### src/rtl/mexp_pkg.sv
// shared constants and state type for the modular exponentiation block
`default_nettype none

package mexp_pkg;

	localparam int MEXP_MOD_WIDTH = 32;
	localparam int MEXP_EXP_WIDTH = 32;
	localparam int MEXP_DATA_WIDTH = 32;
	localparam logic [63:0] MEXP_MOD_RESET = 64'd2147483647;

	typedef enum logic [2:0] {
		ST_IDLE,
		ST_REDUCE_GO,
		ST_REDUCE,
		ST_STEP_GO,
		ST_STEP,
		ST_FINISH
	} mexp_state_t;

endpackage

`default_nettype wire

### src/rtl/mexp_modmul.sv
// bit-serial interleaved modular multiplier, one multiplier bit per cycle
`default_nettype none

module mexp_modmul #(
	parameter int MOD_WIDTH = 32
) (
	input  wire logic                 clk,
	input  wire logic                 arst_n,
	input  wire logic                 start,
	input  wire logic [MOD_WIDTH-1:0] mcand,
	input  wire logic [MOD_WIDTH-1:0] mplier,
	input  wire logic [MOD_WIDTH-1:0] modulus,
	output logic                      done,
	output logic [MOD_WIDTH-1:0]      product
);

	localparam int CNT_W = $clog2(MOD_WIDTH + 1);

	logic                 busy_q;
	logic                 done_q;
	logic [CNT_W-1:0]     cnt_q;
	logic [MOD_WIDTH-1:0] acc_q;
	logic [MOD_WIDTH-1:0] mplier_q;

	logic [MOD_WIDTH:0]   dbl;
	logic [MOD_WIDTH:0]   dbl_red;
	logic [MOD_WIDTH:0]   sum;
	logic [MOD_WIDTH:0]   sum_red;
	logic [MOD_WIDTH-1:0] acc_next;

	// acc stays below modulus, so each reduction needs one conditional subtract
	// the caller must hold mcand and modulus steady while busy; this block does not enforce it
	always_comb begin
		dbl = {acc_q, 1'b0};
		dbl_red = (dbl >= {1'b0, modulus}) ? dbl - {1'b0, modulus} : dbl;
		sum = dbl_red + {1'b0, mcand};
		sum_red = (sum >= {1'b0, modulus}) ? sum - {1'b0, modulus} : sum;
		acc_next = mplier_q[MOD_WIDTH-1] ? sum_red[MOD_WIDTH-1:0] : dbl_red[MOD_WIDTH-1:0];
	end

	always_ff @(posedge clk or negedge arst_n) begin
		if (!arst_n) begin
			busy_q <= 1'b0;
			done_q <= 1'b0;
			cnt_q <= '0;
		end else begin
			done_q <= 1'b0;
			if (start) begin
				busy_q <= 1'b1;
				cnt_q <= CNT_W'(MOD_WIDTH);
			end else if (busy_q) begin
				cnt_q <= cnt_q - CNT_W'(1);
				if (cnt_q == CNT_W'(1)) begin
					busy_q <= 1'b0;
					done_q <= 1'b1;
				end
			end
		end
	end

	always_ff @(posedge clk) begin
		if (start) begin
			acc_q <= '0;
			mplier_q <= mplier;
		end else if (busy_q) begin
			acc_q <= acc_next;
			mplier_q <= {mplier_q[MOD_WIDTH-2:0], 1'b0};
		end
	end

	assign done = done_q;
	assign product = acc_q;

endmodule

`default_nettype wire

### src/rtl/modular_exponentiation_top.sv
// modular exponentiation top level: right-to-left square and multiply
// steps: base reduction (ST_REDUCE_GO, ST_REDUCE), then one square and multiply step per exponent
// bit up to the highest set bit (ST_STEP_GO, ST_STEP), then ST_FINISH registers the result
// one request at a time: the next is taken in ST_IDLE, after the result is registered; multiply
// and square run side by side in two units
// arst_n clears control state and loads the modulus register with 2^31-1 (masked to MOD_WIDTH)
`default_nettype none

module modular_exponentiation_top #(
	parameter int MOD_WIDTH = mexp_pkg::MEXP_MOD_WIDTH,
	parameter int EXP_WIDTH = mexp_pkg::MEXP_EXP_WIDTH
) (
	input  wire logic                 clk,
	input  wire logic                 arst_n,
	input  wire logic                 modulus_we,
	input  wire logic [MOD_WIDTH-1:0] modulus_wdata,
	input  wire logic                 s_axis_tvalid,
	output logic                      s_axis_tready,
	input  wire logic [63:0]          s_axis_tdata,   // base_value [31:0], exponent [63:32]
	output logic                      m_axis_tvalid,
	input  wire logic                 m_axis_tready,
	output logic [31:0]               m_axis_tdata    // power_result [31:0]
);

	import mexp_pkg::*;

	mexp_state_t state_q, state_d;

	logic [MOD_WIDTH-1:0] modulus_q;
	logic [MOD_WIDTH-1:0] base_q;
	logic [MOD_WIDTH-1:0] res_q;
	logic [EXP_WIDTH-1:0] exp_q;
	logic                 out_valid_q;
	logic [31:0]          out_data_q;

	logic                 accept;
	logic                 out_load;
	logic [MOD_WIDTH-1:0] one_mod;
	logic                 mod_zero;
	logic [MOD_WIDTH+31:0] base_ext;
	logic [EXP_WIDTH+31:0] exp_ext;
	logic [MOD_WIDTH+31:0] res_ext;
	logic [EXP_WIDTH-1:0] exp_shr;

	logic                 sq_start, res_start;
	logic [MOD_WIDTH-1:0] sq_mcand, sq_mplier;
	logic                 sq_done, res_done;
	logic [MOD_WIDTH-1:0] sq_prod, res_prod;

	assign mod_zero = (modulus_q == '0);
	assign one_mod = {{(MOD_WIDTH-1){1'b0}}, (modulus_q != MOD_WIDTH'(1))};
	assign base_ext = {{MOD_WIDTH{1'b0}}, s_axis_tdata[31:0]};
	assign exp_ext = {{EXP_WIDTH{1'b0}}, s_axis_tdata[63:32]};
	assign res_ext = {32'd0, res_q};
	assign exp_shr = exp_q >> 1;

	assign accept = s_axis_tvalid && s_axis_tready;

	// base reduction reuses the squaring unit as (1 mod m) * base
	assign sq_mcand = (state_q == ST_REDUCE_GO || state_q == ST_REDUCE) ? one_mod : base_q;
	assign sq_mplier = base_q;

	mexp_modmul #(.MOD_WIDTH(MOD_WIDTH)) u_sq (
		.clk(clk), .arst_n(arst_n), .start(sq_start),
		.mcand(sq_mcand), .mplier(sq_mplier), .modulus(modulus_q),
		.done(sq_done), .product(sq_prod)
	);

	mexp_modmul #(.MOD_WIDTH(MOD_WIDTH)) u_res (
		.clk(clk), .arst_n(arst_n), .start(res_start),
		.mcand(res_q), .mplier(base_q), .modulus(modulus_q),
		.done(res_done), .product(res_prod)
	);

	always_comb begin
		state_d = state_q;
		unique case (state_q)
			ST_IDLE: begin
				if (accept)
					state_d = mod_zero ? ST_FINISH : ST_REDUCE_GO;
			end
			ST_REDUCE_GO: state_d = ST_REDUCE;
			ST_REDUCE: begin
				if (sq_done)
					state_d = (exp_q == '0) ? ST_FINISH : ST_STEP_GO;
			end
			ST_STEP_GO: state_d = ST_STEP;
			ST_STEP: begin
				if (sq_done)
					state_d = (exp_shr == '0) ? ST_FINISH : ST_STEP_GO;
			end
			ST_FINISH: begin
				if (!out_valid_q || m_axis_tready)
					state_d = ST_IDLE;
			end
			default: state_d = ST_IDLE;
		endcase
	end

	always_comb begin
		s_axis_tready = 1'b0;
		sq_start = 1'b0;
		res_start = 1'b0;
		out_load = 1'b0;
		unique case (state_q)
			ST_IDLE: s_axis_tready = 1'b1;
			ST_REDUCE_GO: sq_start = 1'b1;
			ST_STEP_GO: begin
				sq_start = 1'b1;
				res_start = 1'b1;
			end
			ST_FINISH: out_load = !out_valid_q || m_axis_tready;
			default: ;
		endcase
	end

	always_ff @(posedge clk or negedge arst_n) begin
		if (!arst_n) begin
			state_q <= ST_IDLE;
			modulus_q <= MEXP_MOD_RESET[MOD_WIDTH-1:0];
			out_valid_q <= 1'b0;
		end else begin
			state_q <= state_d;
			if (modulus_we)
				modulus_q <= modulus_wdata;
			if (out_load)
				out_valid_q <= 1'b1;
			else if (m_axis_tready)
				out_valid_q <= 1'b0;
		end
	end

	always_ff @(posedge clk) begin
		if (accept) begin
			base_q <= base_ext[MOD_WIDTH-1:0];
			exp_q <= exp_ext[EXP_WIDTH-1:0];
			res_q <= mod_zero ? '0 : one_mod;
		end
		if (state_q == ST_REDUCE && sq_done)
			base_q <= sq_prod;
		if (state_q == ST_STEP && sq_done) begin
			base_q <= sq_prod;
			exp_q <= exp_shr;
			if (exp_q[0])
				res_q <= res_prod;
		end
		if (out_load)
			out_data_q <= res_ext[31:0];
	end

	assign m_axis_tvalid = out_valid_q;
	assign m_axis_tdata = out_data_q;

	// the multiply unit only runs alongside the squaring unit
	a_res_with_sq: assert property (@(posedge clk) disable iff (!arst_n)
		res_done |-> sq_done)
		else $error("multiply unit finished without the squaring unit");

	// a step is only taken while exponent bits remain
	a_step_exp: assert property (@(posedge clk) disable iff (!arst_n)
		(state_q == ST_STEP) |-> (exp_q != '0))
		else $error("step with empty exponent");

	// the result is reduced below the modulus in ST_FINISH, unless the modulus is zero
	a_res_reduced: assert property (@(posedge clk) disable iff (!arst_n)
		(state_q == ST_FINISH) |-> (mod_zero || res_q < modulus_q))
		else $error("result not below modulus");

	// a result is registered only into a free or draining output slot
	a_out_slot: assert property (@(posedge clk) disable iff (!arst_n)
		(out_valid_q && !m_axis_tready && state_q == ST_FINISH) |=> (state_q == ST_FINISH))
		else $error("result dropped while output stalled");

endmodule

`default_nettype wire
### config.mk
export PLATFORM = sky130hd
export DESIGN_NAME = modular_exponentiation_top
export DESIGN_NICKNAME = d
export VERILOG_FILES = /design/src/rtl/mexp_pkg.sv /design/src/rtl/mexp_modmul.sv /design/src/rtl/modular_exponentiation_top.sv
export SDC_FILE = /design/constraint.sdc
export NUM_CORES = 1
export LEC_CHECK = 0
export ABC_CLOCK_PERIOD_IN_PS = 14090
export BUFFER_PORTS_ARGS = -buffer_cell sky130_fd_sc_hd__buf_2
export CAP_MARGIN = 40
export CORE_MARGIN = 2
export CORE_UTILIZATION = 55
export DETAILED_ROUTE_END_ITERATION = 10
export PLACE_DENSITY = 0.73
export SYNTH_ARGS = -nofsm -noshare
export SYNTH_HDL_FRONTEND = slang
export SYNTH_SLANG_ARGS = --single-unit
### constraint.sdc
create_clock -name clk -period 14.09 [get_ports clk]
set_input_delay 0.7045 -clock clk [delete_from_list [all_inputs] [get_ports clk]]
set_output_delay 0.7045 -clock clk [all_outputs]
set_load 0.05 [all_outputs]
==> results.cfg <==
[synth]
synth_nets = 3034
yosysMostFrequentCell = nand2_1
synth_seq_cells = 307
synth_edf_count = 159
avgSynthCellArea_um2 = 8.69
ys_types = 93
yosysSeqAreaShare_pct = 33.9
post-synth-top-area-cell = edfxtp_1
ys.warnings.count = 0
syn_inst = 2731
synth_top_flop_cell = edfxtp_1
syn-cell-area_um2 = 23700
synth_area_leaders = edfxtp_1, ha_1, dfxtp_1
synth_common_cells = nand2_1, a21oi_1, ha_1
async_flop_share_pct = 16.6
synth_top_area_share_pct = 20.1

[floorplanning]
die-area_um2 = 44800
initial_utilization_pct = 55.4
io_pins = 135
core_um2 = 42800
die_x_um = 212
fp.dieH_um = 212
rows = 76

[clock_network]
clk_pin_slew_ns = 0.06
cts-buffers-inserted = 38
clock_latency_ns = 0.59
clock-sinks = 307
clock_path_buffers = 3
h-tree-depth = 2
cts_hold_buf = 0
cts_resized = 0
cts_tree = done
cts_root_buf = clkbuf_16
cts_setup_buffers = 0

[setup_path]
r2r-start = modulus_q[6]
critPathTopFamily = compound AO/OA/AOI/OAI gates
end_kind = flop
worstPathMaxFanout = 56
critPathKind = flop to flop
required_ns = 14.58
critPathLaunch = modulus_q[6]
start_kind = flop
critical_path.slowest_cell = and4_4
cpPeakStageDelay_ns = 0.67
worst_ep_arrival_time_ns = 10.45
crit_buf_inv = 2
crit_top_cell = a21o_1

[placed_design]
place_congestion = 1.04
io_buffers = 134
hpwl_um = 63500

[routing]
vias = 21955
drtIter0Drc = 2282
ant_nets = 0
wire_per_inst_um = 23.8
wirelength_um = 80800
route.detailed.drc = 0
dr.pass1.iters = 8
vias_per_cell = 6.48

[sta]
timing.final.crit_share_pct = 70.7
finClkSkew_ns = 0.0185
post-route-min-period_ns = 9.96
fin_setup_tns_ns = 0
final_max_slew_viol_count = 0
setup_violations = 0
max_freq_mhz = 100
hold_viol = 0
tightest_slew_ns = 0.856
max_slew_margin_pct = 42.3
rsz0062_at_grt = no

[layout]
insertedDiodeCount = 0
syn_to_final_growth_pct = 9.92
nets = 3117
num-fill-cells = 3721
layout-drive-gt1-share_pct = 13.2

[global_route]
antenna_found_initial = 0
grt_busiest_layer = met2
grt_overflow = 0
use_met2_pct = 55.3
grt_usage_pct = 35.9
global_route.usage.met3_pct = 6.41
met1_usage_pct = 47.1
grt_start_max_net_pins = 66
grt_pass1_vias = 20749
grt_pass1_wl_um = 122000

[worst_hold_path]
hp-class = primary input to async pin

[run_status]
outcome = finished, final reports clean

[flow_run]
cap_viol_max_count = 0
## metal layers
metal | vias up | share of wire, %
met2 | 1035 | 44
met4 | 0 | 6.7
met3 | 266 | 7.9
met5 | - | 0
li1 | 10239 | -
met1 | 10415 | 42
## metrics by stage
step | util [%] | instance area (um^2) | hold WS (ns) | cells | worst slack, ns
final | 60.9 | 26100 | 0.243 | 3389 | 4.13
after floorplan | - | 23700 | 0.409 | 2731 | 6.51
after detailed placement | 58.0 | 24800 | 0.450 | 3320 | 4.34
after CTS | 60.9 | 26100 | 0.269 | 3389 | 4.32
after global placement | 57.9 | 24800 | 0.454 | 3313 | 4.44
after global routing | 60.9 | 26100 | 0.306 | 3389 | 3.49
## state kept, by name, summed over array words and instances (netlist names)
signal,flops
u_res.mplier_q,32
m_axis_tdata,32
modulus_q,32
res_q,32
state_q,3
exp_q,32
u_sq.busy_q,1
m_axis_tvalid,1
base_q,32
u_res.busy_q,1
u_sq.done,1
u_sq.product,32
u_res.product,32
u_sq.cnt_q,6
u_res.cnt_q,6
u_sq.mplier_q,32
## cell families (layout without fill, tap and decap cells)
family	Yosys count	after routing	share of synthesized area (%)
adders and majority gates	202	202	10.8
muxes	103	103	4.80
AOI/OAI and AO/OA	832	832	22.9
buffers and inverters	219	331	3.70
and+or+nand+nor	893	893	17.3
DFF	307	307	33.9
xor gates and xnor gates	175	175	6.57
## placed cells by master, fill, tap and decap left out, types with 20 or more instances in the layout
cell type,n
nand2_1,397
a21oi_1,227
ha_1,196
o21ai_0,176
nor2_1,169
edfxtp_1,159
buf_2,137
xnor2_1,109
inv_1,97
dfxtp_1,97
mux2_2,78
a21o_1,75
xor2_1,64
nand3_1,62
nor2b_1,52
nor3_1,44
o31ai_1,38
clkbuf_16,38
a211oi_1,37
nand2b_1,35
a31oi_1,33
a22o_1,32
nand4_1,31
dfstp_2,31
nor4_1,30
o21a_1,29
o211ai_1,25
buf_4,24
mux2i_1,23
and2_1,20
a41oi_1,20
dfrtp_1,20
## final cells by class
| class | count | area (um^2) | share of cell area, % |
|---|---|---|---|
| Multi-Input combinational cell | 2205 | 14800 | 56.9 |
| Sequential cell | 307 | 8030 | 30.8 |
| Clock buffer | 47 | 1010 | 3.89 |
| Timing Repair Buffer | 164 | 912 | 3.50 |
| Tap cell | 546 | 683 | 2.62 |
| Inverter | 98 | 368 | 1.41 |
| Clock inverter | 22 | 231 | 0.888 |
## path summary, 6_finish.rpt
path,cells after the start,end,slack [ns]
max in group asynchronous,2,u_sq.cnt_q[1],13.33
min in group clk,3,modulus_q[26],0.33
setup reg to reg,28,u_res.product[3],4.13
hold / removal,2,u_res.cnt_q[1],0.24
setup / recovery,28,u_res.product[3],4.13
hold reg to reg,0,m_axis_tdata[15],0.47
Power is not shown: default switching activity piles up to over one toggle a cycle in this logic, so the estimate is an artifact.
